### src/rtl/tfh_pkg.sv
package tfh_pkg;

  localparam int TEMP_W   = 15;
  localparam int TARGET_W = 14;
  localparam int CODE_W   = 4;
  localparam int HOLD_W   = 3;
  localparam int CMP_W    = 17;

  localparam int SCALE_W   = 15;
  localparam int SCALE_NUM = 22900;

  localparam logic [TARGET_W-1:0] TARGET_RESET = TARGET_W'(1900);

  localparam logic signed [CMP_W-1:0] SPIKE_LIMIT = CMP_W'(150);
  localparam logic signed [CMP_W-1:0] NEAR_BAND   = CMP_W'(200);
  localparam logic signed [CMP_W-1:0] FAR_BAND    = CMP_W'(400);
  localparam logic signed [CMP_W-1:0] REARM_BAND  = CMP_W'(150);

  localparam logic [CODE_W-1:0] CODE_FULL = CODE_W'(0);
  localparam logic [CODE_W-1:0] CODE_OFF  = CODE_W'(11);
  localparam logic [CODE_W-1:0] HEAT_MID  = CODE_W'(5);
  localparam logic [CODE_W-1:0] HEAT_HIGH = CODE_W'(2);
  localparam logic [CODE_W-1:0] FAN_MID   = CODE_W'(6);
  localparam logic [CODE_W-1:0] FAN_HIGH  = CODE_W'(3);

  localparam logic [HOLD_W-1:0] HOLD_IDLE  = HOLD_W'(0);
  localparam logic [HOLD_W-1:0] HOLD_FIRST = HOLD_W'(1);
  localparam logic [HOLD_W-1:0] HOLD_LAST  = HOLD_W'(5);

endpackage

### src/rtl/tfh_in_if.sv
interface tfh_in_if #(
  parameter int ADC_BITS = 12
);
  logic                valid;
  logic                ready;
  logic                sample_valid;
  logic [ADC_BITS-1:0] adc_code;
  logic                fan_force;

  modport source (output valid, sample_valid, adc_code, fan_force, input ready);
  modport sink   (input valid, sample_valid, adc_code, fan_force, output ready);
endinterface

### src/rtl/tfh_out_if.sv
interface tfh_out_if
  import tfh_pkg::*;
();
  logic              valid;
  logic              ready;
  logic [TEMP_W-1:0] temperature_centi;
  logic [CODE_W-1:0] heater_pwm_code;
  logic [CODE_W-1:0] fan_pwm_code;
  logic              heater_on;
  logic              reading_held;

  modport source (output valid, temperature_centi, heater_pwm_code, fan_pwm_code,
                  heater_on, reading_held, input ready);
  modport sink   (input valid, temperature_centi, heater_pwm_code, fan_pwm_code,
                  heater_on, reading_held, output ready);
endinterface

### src/rtl/thermostat_fan_heater_control.sv
// Channel   | Dir | Handshake     | Payload
// in_ch     | in  | valid / ready | sample_valid, adc_code, fan_force
// out_ch    | out | valid / ready | temperature_centi, heater/fan pwm codes, heater_on,
//           |     |               | reading_held
// cfg_*     | in  | cfg_we only   | cfg_data = target temperature, hundredths of a degree
//
// One request per cycle while the result side takes results; a request passes the input register,
// then the state and result registers. The path between them is one reciprocal multiply (divide by
// AVG_SAMPLES) followed by the hold and band compares.
// Synchronous active-low reset; no clearing pass. A stalled result holds the state,
// and one further request waits in the input register.
module thermostat_fan_heater_control
  import tfh_pkg::*;
#(
  parameter int ADC_BITS    = 12,
  parameter int AVG_SAMPLES = 3
) (
  input  logic                clk,
  input  logic                rst_n,
  tfh_in_if.sink              in_ch,
  tfh_out_if.source           out_ch,
  input  logic                cfg_we,
  input  logic [TARGET_W-1:0] cfg_data
);

  localparam int CNT_W   = $clog2(AVG_SAMPLES + 1);
  localparam int PROD_W  = ADC_BITS + SCALE_W;
  localparam int ACC_W   = PROD_W + CNT_W;
  localparam int X_W     = ACC_W - ADC_BITS;
  localparam int SHIFT   = X_W + $clog2(AVG_SAMPLES);
  localparam int RECIP_W = SHIFT + 1;
  localparam int QP_W    = X_W + RECIP_W;
  localparam longint unsigned RECIP_L =
    ((64'd1 << SHIFT) + AVG_SAMPLES - 1) / AVG_SAMPLES;
  localparam logic [RECIP_W-1:0] RECIP = RECIP_W'(RECIP_L);
  localparam logic [CNT_W-1:0]   AVG_N = CNT_W'(AVG_SAMPLES);

  // input register
  logic                s1_valid_r;
  logic                s1_sample_r;
  logic [ADC_BITS-1:0] s1_code_r;
  logic                s1_force_r;

  // block state
  logic [TARGET_W-1:0] target_r;
  logic [ACC_W-1:0]    acc_r, acc_nxt;
  logic [CNT_W-1:0]    count_r, count_nxt;
  logic [TEMP_W-1:0]   temp_r, temp_nxt;
  logic [TEMP_W-1:0]   last_r, last_nxt;
  logic                hold_r, hold_nxt;
  logic [HOLD_W-1:0]   steps_r, steps_nxt;
  logic                phase_r, phase_nxt;
  logic                rearm_r, rearm_nxt;
  logic [CODE_W-1:0]   heat_code_r, heat_code_nxt;
  logic [CODE_W-1:0]   fan_code_r, fan_code_nxt;
  logic                heater_r, heater_nxt;
  logic                out_valid_r;

  logic                 take;
  logic                 avg_now;
  logic [PROD_W-1:0]    prod;
  logic [QP_W-1:0]      qprod;
  logic [TEMP_W-1:0]    temp_avg;
  logic signed [CMP_W-1:0] diff, t_s, tg_s;

  assign take        = s1_valid_r && (!out_valid_r || out_ch.ready);
  assign in_ch.ready = !s1_valid_r || take;

  // accumulate sum * SCALE_NUM so the average needs only a shift and a divide by the sample count
  assign prod    = PROD_W'(s1_code_r) * PROD_W'(SCALE_NUM);
  assign avg_now = s1_sample_r && (count_r >= AVG_N);
  assign qprod   = QP_W'(acc_r[ACC_W-1:ADC_BITS]) * QP_W'(RECIP);
  assign temp_avg = qprod[SHIFT +: TEMP_W];

  always_comb begin
    acc_nxt   = acc_r;
    count_nxt = count_r;
    temp_nxt  = temp_r;
    last_nxt  = last_r;
    hold_nxt  = hold_r;
    steps_nxt = steps_r;
    diff      = '0;
    if (s1_sample_r) begin
      if (avg_now) begin
        temp_nxt  = temp_avg;
        acc_nxt   = '0;
        count_nxt = '0;
      end else begin
        acc_nxt   = acc_r + ACC_W'(prod);
        count_nxt = count_r + CNT_W'(1);
      end
      diff = CMP_W'({1'b0, temp_nxt}) - CMP_W'({1'b0, last_r});
      if (diff > SPIKE_LIMIT || diff < -SPIKE_LIMIT) begin
        hold_nxt = 1'b1;
      end
      if (hold_nxt && steps_nxt == HOLD_IDLE) begin
        temp_nxt  = last_r;
        steps_nxt = HOLD_FIRST;
      end
      if (hold_nxt && steps_nxt == HOLD_LAST) begin
        hold_nxt  = 1'b0;
        steps_nxt = HOLD_IDLE;
      end
      // the first hold tick also advances, so it leaves the counter at two
      if (steps_nxt >= HOLD_FIRST && steps_nxt < HOLD_LAST) begin
        steps_nxt = steps_nxt + HOLD_W'(1);
      end
      if (!hold_nxt) begin
        last_nxt = temp_nxt;
      end
    end
  end

  assign t_s  = CMP_W'({1'b0, temp_nxt});
  assign tg_s = CMP_W'({1'b0, target_r});

  always_comb begin
    heat_code_nxt = heat_code_r;
    fan_code_nxt  = fan_code_r;
    rearm_nxt     = rearm_r;
    phase_nxt     = phase_r;
    heater_nxt    = heater_r;

    if (t_s > tg_s - NEAR_BAND && t_s < tg_s + NEAR_BAND) begin
      if (phase_r) begin
        heat_code_nxt = HEAT_MID;
      end
    end else if (t_s > tg_s - FAR_BAND && t_s < tg_s - NEAR_BAND) begin
      heat_code_nxt = HEAT_HIGH;
    end else if (t_s < tg_s - FAR_BAND) begin
      heat_code_nxt = CODE_FULL;
    end else begin
      heat_code_nxt = CODE_OFF;
    end

    if (s1_force_r) begin
      fan_code_nxt = CODE_FULL;
    end else begin
      if (t_s > tg_s && t_s < tg_s + NEAR_BAND) begin
        if (!phase_r && rearm_r) begin
          fan_code_nxt = FAN_MID;
          rearm_nxt    = 1'b0;
        end
      end else if (t_s > tg_s + NEAR_BAND && t_s < tg_s + FAR_BAND) begin
        fan_code_nxt = FAN_HIGH;
      end else if (t_s >= tg_s + FAR_BAND) begin
        fan_code_nxt = CODE_FULL;
      end else begin
        fan_code_nxt = CODE_OFF;
      end
      if (t_s < tg_s - REARM_BAND) begin
        rearm_nxt = 1'b1;
      end
    end

    if (!phase_r && t_s < tg_s - NEAR_BAND) begin
      heater_nxt = 1'b1;
      phase_nxt  = 1'b1;
    end else if (phase_r && t_s > tg_s + NEAR_BAND) begin
      heater_nxt = 1'b0;
      phase_nxt  = 1'b0;
    end
  end

  always_ff @(posedge clk) begin
    if (in_ch.valid && in_ch.ready) begin
      s1_sample_r <= in_ch.sample_valid;
      s1_code_r   <= in_ch.adc_code;
      s1_force_r  <= in_ch.fan_force;
    end
  end

  always_ff @(posedge clk) begin
    if (!rst_n) begin
      s1_valid_r  <= 1'b0;
      out_valid_r <= 1'b0;
      target_r    <= TARGET_RESET;
      acc_r       <= '0;
      count_r     <= '0;
      temp_r      <= '0;
      last_r      <= '0;
      hold_r      <= 1'b0;
      steps_r     <= HOLD_IDLE;
      phase_r     <= 1'b0;
      rearm_r     <= 1'b1;
      heat_code_r <= CODE_FULL;
      fan_code_r  <= CODE_FULL;
      heater_r    <= 1'b0;
    end else begin
      if (in_ch.ready) begin
        s1_valid_r <= in_ch.valid;
      end
      if (take) begin
        out_valid_r <= 1'b1;
      end else if (out_ch.ready) begin
        out_valid_r <= 1'b0;
      end
      if (cfg_we) begin
        target_r <= cfg_data;
      end
      if (take) begin
        acc_r       <= acc_nxt;
        count_r     <= count_nxt;
        temp_r      <= temp_nxt;
        last_r      <= last_nxt;
        hold_r      <= hold_nxt;
        steps_r     <= steps_nxt;
        phase_r     <= phase_nxt;
        rearm_r     <= rearm_nxt;
        heat_code_r <= heat_code_nxt;
        fan_code_r  <= fan_code_nxt;
        heater_r    <= heater_nxt;
      end
    end
  end

  // state only moves on a take, so the result reads straight from it
  assign out_ch.valid             = out_valid_r;
  assign out_ch.temperature_centi = temp_r;
  assign out_ch.heater_pwm_code   = heat_code_r;
  assign out_ch.fan_pwm_code      = fan_code_r;
  assign out_ch.heater_on         = heater_r;
  assign out_ch.reading_held      = hold_r;

`ifndef ASSERT_OFF
  a_hold_steps: assert property (@(posedge clk) disable iff (!rst_n)
    hold_r == (steps_r != HOLD_IDLE))
    else $error("hold flag and lock counter disagree");

  a_heater_phase: assert property (@(posedge clk) disable iff (!rst_n)
    heater_r == phase_r)
    else $error("heater level out of step with heating phase");

  a_count_range: assert property (@(posedge clk) disable iff (!rst_n)
    count_r <= AVG_N)
    else $error("sample count beyond average length");

  a_state_stall: assert property (@(posedge clk) disable iff (!rst_n)
    out_valid_r && !out_ch.ready |=> $stable(temp_r) && $stable(steps_r))
    else $error("state moved while result stalled");
`endif

endmodule

### src/flat_wrapper.sv
// flat-port wrapper written by rule: the top's interface ports become plain ports
module thermostat_fan_heater_control_flat import tfh_pkg::*;
#(
  parameter int ADC_BITS    = 12,
  parameter int AVG_SAMPLES = 3
)
  (clk, rst_n, cfg_we, cfg_data, in_ch_valid, in_ch_sample_valid, in_ch_adc_code, in_ch_fan_force, in_ch_ready, out_ch_valid, out_ch_temperature_centi, out_ch_heater_pwm_code, out_ch_fan_pwm_code, out_ch_heater_on, out_ch_reading_held, out_ch_ready);
  tfh_in_if #(.ADC_BITS(ADC_BITS)) in_ch_i ();
  tfh_out_if out_ch_i ();
  input  logic clk;
  input  logic rst_n;
  input  logic cfg_we;
  input  logic [TARGET_W-1:0] cfg_data;
  input wire logic [$bits(in_ch_i.valid)-1:0] in_ch_valid;
  input wire logic [$bits(in_ch_i.sample_valid)-1:0] in_ch_sample_valid;
  input wire logic [$bits(in_ch_i.adc_code)-1:0] in_ch_adc_code;
  input wire logic [$bits(in_ch_i.fan_force)-1:0] in_ch_fan_force;
  output wire logic [$bits(in_ch_i.ready)-1:0] in_ch_ready;
  output wire logic [$bits(out_ch_i.valid)-1:0] out_ch_valid;
  output wire logic [$bits(out_ch_i.temperature_centi)-1:0] out_ch_temperature_centi;
  output wire logic [$bits(out_ch_i.heater_pwm_code)-1:0] out_ch_heater_pwm_code;
  output wire logic [$bits(out_ch_i.fan_pwm_code)-1:0] out_ch_fan_pwm_code;
  output wire logic [$bits(out_ch_i.heater_on)-1:0] out_ch_heater_on;
  output wire logic [$bits(out_ch_i.reading_held)-1:0] out_ch_reading_held;
  input wire logic [$bits(out_ch_i.ready)-1:0] out_ch_ready;
  assign in_ch_i.valid = in_ch_valid;
  assign in_ch_i.sample_valid = in_ch_sample_valid;
  assign in_ch_i.adc_code = in_ch_adc_code;
  assign in_ch_i.fan_force = in_ch_fan_force;
  assign in_ch_ready = in_ch_i.ready;
  assign out_ch_valid = out_ch_i.valid;
  assign out_ch_temperature_centi = out_ch_i.temperature_centi;
  assign out_ch_heater_pwm_code = out_ch_i.heater_pwm_code;
  assign out_ch_fan_pwm_code = out_ch_i.fan_pwm_code;
  assign out_ch_heater_on = out_ch_i.heater_on;
  assign out_ch_reading_held = out_ch_i.reading_held;
  assign out_ch_i.ready = out_ch_ready;
  thermostat_fan_heater_control #(.ADC_BITS(ADC_BITS), .AVG_SAMPLES(AVG_SAMPLES)) u_core (.clk(clk), .rst_n(rst_n), .in_ch(in_ch_i), .out_ch(out_ch_i), .cfg_we(cfg_we), .cfg_data(cfg_data));
endmodule
### config.mk
export PLATFORM = sky130hd
export DESIGN_NAME = thermostat_fan_heater_control_flat
export DESIGN_NICKNAME = d
export VERILOG_FILES = /design/src/rtl/tfh_pkg.sv /design/src/rtl/tfh_in_if.sv /design/src/rtl/tfh_out_if.sv /design/src/rtl/thermostat_fan_heater_control.sv /design/src/flat_wrapper.sv
export SDC_FILE = /design/constraint.sdc
export NUM_CORES = 1
export LEC_CHECK = 0
export BUFFER_PORTS_ARGS = -buffer_cell sky130_fd_sc_hd__buf_4
export CORE_ASPECT_RATIO = 1.4
export CORE_MARGIN = 2
export CORE_UTILIZATION = 65
export DETAILED_ROUTE_END_ITERATION = 10
export HOLD_SLACK_MARGIN = 0.1
export PLACE_DENSITY = 0.83
export SLEW_MARGIN = 5
export SYNTH_ARGS = -nofsm -noshare
export SYNTH_HDL_FRONTEND = slang
export SYNTH_SLANG_ARGS = --single-unit
### constraint.sdc
create_clock -name clk -period 12.5 [get_ports clk]
set_input_delay 2.5 -clock clk [delete_from_list [all_inputs] [get_ports clk]]
set_output_delay 2.5 -clock clk [all_outputs]
set_load 0.02 [all_outputs]
==> results by stage <==
Outcome:
- The run finished with clean final reports.

CTS:
- For the worst-skew pair, the clock arrives at the later sink with an insertion delay of 0.38 ns.
- The clock passes through at most 2 buffers.
- The number of hold buffers added after CTS was 0.
- After clock tree synthesis, the clock-pin slew on the worst setup and hold paths is 0.08 ns.
- For this design, the sink count on the clock tree is 103.
- Once the clock tree was built, the setup fixing pass inserted 0 buffers.
- The cell at the root of the clock tree is sky130_fd_sc_hd__clkbuf_16.
- The number of gates resized after CTS was 0.
- The TritonCTS buffer count is 9.
- TritonCTS built the clock tree.
- The H-tree was split into 3 levels.

Floorplanning:
- The region available for standard cell placement spans 23980 sq um.
- The initial standard-cell utilization of the core is 66.43%.
- The row count is 67.
- The die footprint is 25790 sq um.
- The floorplan die height is 189.2 um.
- The die outline width is 136.3 um.
- 60 I/O pins were placed.

Synth:
- The most common flop cell mapped by yosys is sky130_fd_sc_hd__dfxtp_1.
- Counting every net in the synthesized netlist gives 2302.
- The Yosys step of the flow raised 0 warnings.
- The part of the Yosys area used for sequential elements is 13.83%.
- The average size of a mapped cell is 8.795 sq um.
- After technology mapping, the gate count stands at 1811.
- Yosys mapped a number of flops with a built-in enable equal to 14.
- Counting flops with an async set or reset pin after synthesis yields a share of 0%.
- The post-synth design cell area is 15930 sq um.
- The number of distinct library cell variants in the gate-level netlist after synthesis is 83.
- Synthesis inferred 103 register bits.

Global routing:
- The via count of the first global-routing pass is 13340.
- The total congestion overflow after global routing is 0.
- In the global route stage, met2 resource usage came out at 53.73%.
- The number of antenna violations at the first check in global routing came to 0.
- Global routing used 30.01% of the available tracks.
- The global routing met3 resource utilization is 3.481%.
- The global-route wire length before repair is 62050 um.
- For met1 alone, demand over resource in global routing was 35.14%.
- Entering global routing, the biggest net connects 65 pins.
- The global routing stage identified its most utilized layer as met2.

STA:
- In the final timing run, aggregate negative setup slack is 0 ns.
- The max-slew violation count is 0.
- The slew of the pin with the lowest slew margin is 0.8973 ns.
- The worst clock skew is 0.008166 ns.
- The final count of hold timing violations is 0.
- Subtracting the final worst setup slack from the clock period gives 11.76 ns.
- In the finished design, the share of the clock period the worst path needs comes to 94.11%.
- The worst max-slew margin expressed relative to the limit is 39.55%.
- The timing-limited maximum frequency is 85.01 MHz.
- Setup violations remaining at the end of the flow were counted as 0.
- Setup repair after global routing left no endpoint under its margin.
- Final hold analysis gives a worst-case slack of 0.4608 ns.

Final layout:
- Registers take 2202 sq um.
- The multi-input gate area in the final layout is 12390 sq um.
- For this run, the post-layout net count is 2337.
- The area growth from synthesis to layout is 6.316%.
- Measured on the finished design, the core utilization comes to 70.63%.
- Counting the fill cells in the layout gives 1847.
- The share of final-layout standard cells stronger than drive strength 1 is 6.915%.
- The count of antenna diodes in the layout is 0.

Setup path:
- On the worst path, the slowest cell contributes a delay of 0.63 ns.
- The critical path data arrival time is 12.09 ns.
- STA classifies the critical path endpoint as a flop.
- STA puts the critical path data required time at 12.82 ns.
- The slowest cell on the critical path is sky130_fd_sc_hd__a31oi_4.
- The worst setup path is of the reg -> reg kind.
- In this run the worst path has a maximum fanout of 22.
- The worst setup path is launched from a flop.

Route:
- Once detail routing completed, the nets flagged for antenna violations numbered 0.
- The ratio of routed vias to standard cells is 5.947.
- The detailed-route via count is 12850.
- The final layout contains routed wiring with a total length of 37240 um.
- In this run, the number of DRC markers left after iteration 0 of detailed routing was 626.
- The total iterations of the first detailed-routing run is 7.
- In the final routed layout, each cell accounts on average for 17.23 um.
- After detailed routing, the number of remaining DRC violations is 0.

Power:
- The share of total power dissipated in sequential elements is 11.1%.
- The switching share of total power is 52.84%.
- The static leakage power is 0.008757 uW.
- The combinational cell fraction of total power is 81.7%.
- The cell-internal power is 1882 uW.
- The part of the power in the clock network is 7.2%.
- Summed over all nets, the switching power comes to 2109 uW.
- IR analysis of the VDD net gives a maximum drop of 0.1708 mV.
- The total power divided by cell area is 235.7 nW/um^2.

Placement:
- The number of port buffers is 59.
- Detailed placement ended at an HPWL of 31100 um.
- The congestion estimate from routability-driven global placement came to 0.9296.

Job:
- The number of max-cap violations is 0.

Worst hold path:
- The min-delay analysis places its worst path in the category reg -> reg.
==> routing by layer <==
metal	wire (um)	vias to the layer above	share of wire, %
met5	0	-	0
met4	1840	0	4.9
met3	1330	94	3.6
met2	18970	303	51
met1	15090	6222	41
li1	-	6232	-
==> path summary, 6_finish.rpt <==
kind                    startpoint                          endpoint  slack, ns  depth (start not counted)
setup / recovery  u_core.acc_r[16]  u_core.out_ch.heater_pwm_code[1]       0.74                         43
hold / removal     u_core.acc_r[2]                   u_core.acc_r[2]       0.46                          2
setup reg to reg  u_core.acc_r[16]  u_core.out_ch.heater_pwm_code[1]       0.74                         43
hold reg to reg    u_core.acc_r[2]                   u_core.acc_r[2]       0.46                          2
==> worst max-delay path, delay by kind of cell, from the launching register on <==
family                   cells  cell delay [ns]
AO/OA/AOI/OAI               19             4.58
multiplexers                 1             0.44
flip-flops                   1             0.45
XOR/XNOR                     1             0.18
AND/OR/NAND/NOR              7             1.58
buffers and inverters        6             0.50
adder cells (fa/ha/maj)      9             3.94
==> through the flow <==
step / power [uW] / std cells / area, sq um / setup WS, ns
floorplan: 3005 / 1811 / 15930 / 1.934
global placement: 3544 / 2145 / 16650 / 1.059
detailed placement: 3701 / 2145 / 16650 / 0.8714
CTS: 4004 / 2161 / 16930 / 0.8174
global route: 4462 / 2161 / 16930 / 0.05446
finish: 3991 / 2161 / 16930 / 0.7360
==> synthesized netlist by cell type (25+ instances only) <==
library cell | number | area, sq um
sky130_fd_sc_hd__nand2_1 | 104 | 390.4
sky130_fd_sc_hd__ha_1 | 321 | 4016
sky130_fd_sc_hd__xnor2_1 | 78 | 683.2
sky130_fd_sc_hd__nor2_1 | 122 | 457.9
sky130_fd_sc_hd__a21o_1 | 37 | 277.8
sky130_fd_sc_hd__a21oi_1 | 106 | 530.5
sky130_fd_sc_hd__nor3_1 | 27 | 135.1
sky130_fd_sc_hd__xor2_1 | 25 | 219.0
sky130_fd_sc_hd__dfxtp_1 | 89 | 1782
sky130_fd_sc_hd__fa_1 | 137 | 2743
sky130_fd_sc_hd__nand3_1 | 31 | 155.2
sky130_fd_sc_hd__o21ai_0 | 60 | 300.3
sky130_fd_sc_hd__clkbuf_1 | 36 | 135.1
sky130_fd_sc_hd__inv_1 | 302 | 1134
==> logic make-up (layout without fill, tap and decap cells) <==
group                      count (synthesis)  in the layout  share of synthesized area [%]
and+or+nand+nor                          387            387                          11.56
AOI/OAI and AO/OA                        369            369                          15.50
muxes                                     38             38                          2.600
xor gates and xnor gates                 103            103                          5.664
adders and majority gates                458            458                          42.44
buffers and inverters                    353            393                          8.421
DFF                                      103            103                          13.83
==> power groups by stage <==
stage | clock network [uW] | logic [uW] | registers [uW]
2_1_floorplan | 0 | 2580 | 426
3_3_place_gp | 0 | 3100 | 447
3_5_place_dp | 0 | 3250 | 450
4_1_cts | 289 | 3270 | 442
5_1_grt | 301 | 3710 | 450
6_report | 286 | 3260 | 443
==> layout make-up <==
type | count | share of cell area [%]
Clock inverter | 7 | 0.3325
Multi-Input combinational cell | 1355 | 73.16
Tap cell | 310 | 2.291
Timing Repair Buffer | 69 | 3.059
Clock buffer | 9 | 1.330
Sequential cell | 103 | 13.00
Inverter | 308 | 6.827
==> layout by cell type, fill, tap and decap left out, drive strengths merged, types with 9 or more instances in the layout <==
cell    netlist  final
fa          137    137
nor2        123    123
xor2         25     25
a22oi        16     16
dfxtp        89     89
mux2         17     17
a31oi        15     15
nand3        31     31
mux2i        21     21
buf           9     69
nor3         27     27
a211oi       20     20
o21a         21     21
a21o         38     38
o21ai        61     61
o211ai       16     16
o31ai        10     10
nand2b       15     15
o21bai       13     13
xnor2        78     78
nand4        13     13
a21oi       107    107
edfxtp       14     14
nor2b        22     22
clkbuf       36      9
ha          321    321
inv         303    305
nand2       104    104
==> state kept, by name, summed over array words and instances (netlist names), 2 cells and up <==
| signal | count |
|---|---|
| u_core.count_r | 2 |
| u_core.out_ch.heater_pwm_code | 4 |
| u_core.last_r | 15 |
| u_core.out_ch.temperature_centi | 15 |
| u_core.out_ch.fan_pwm_code | 4 |
| u_core.acc_r | 27 |
| u_core.steps_r | 3 |
| u_core.target_r | 14 |
| u_core.s1_code_r | 12 |
No activity file was read; power rests on OpenSTA's default activity.
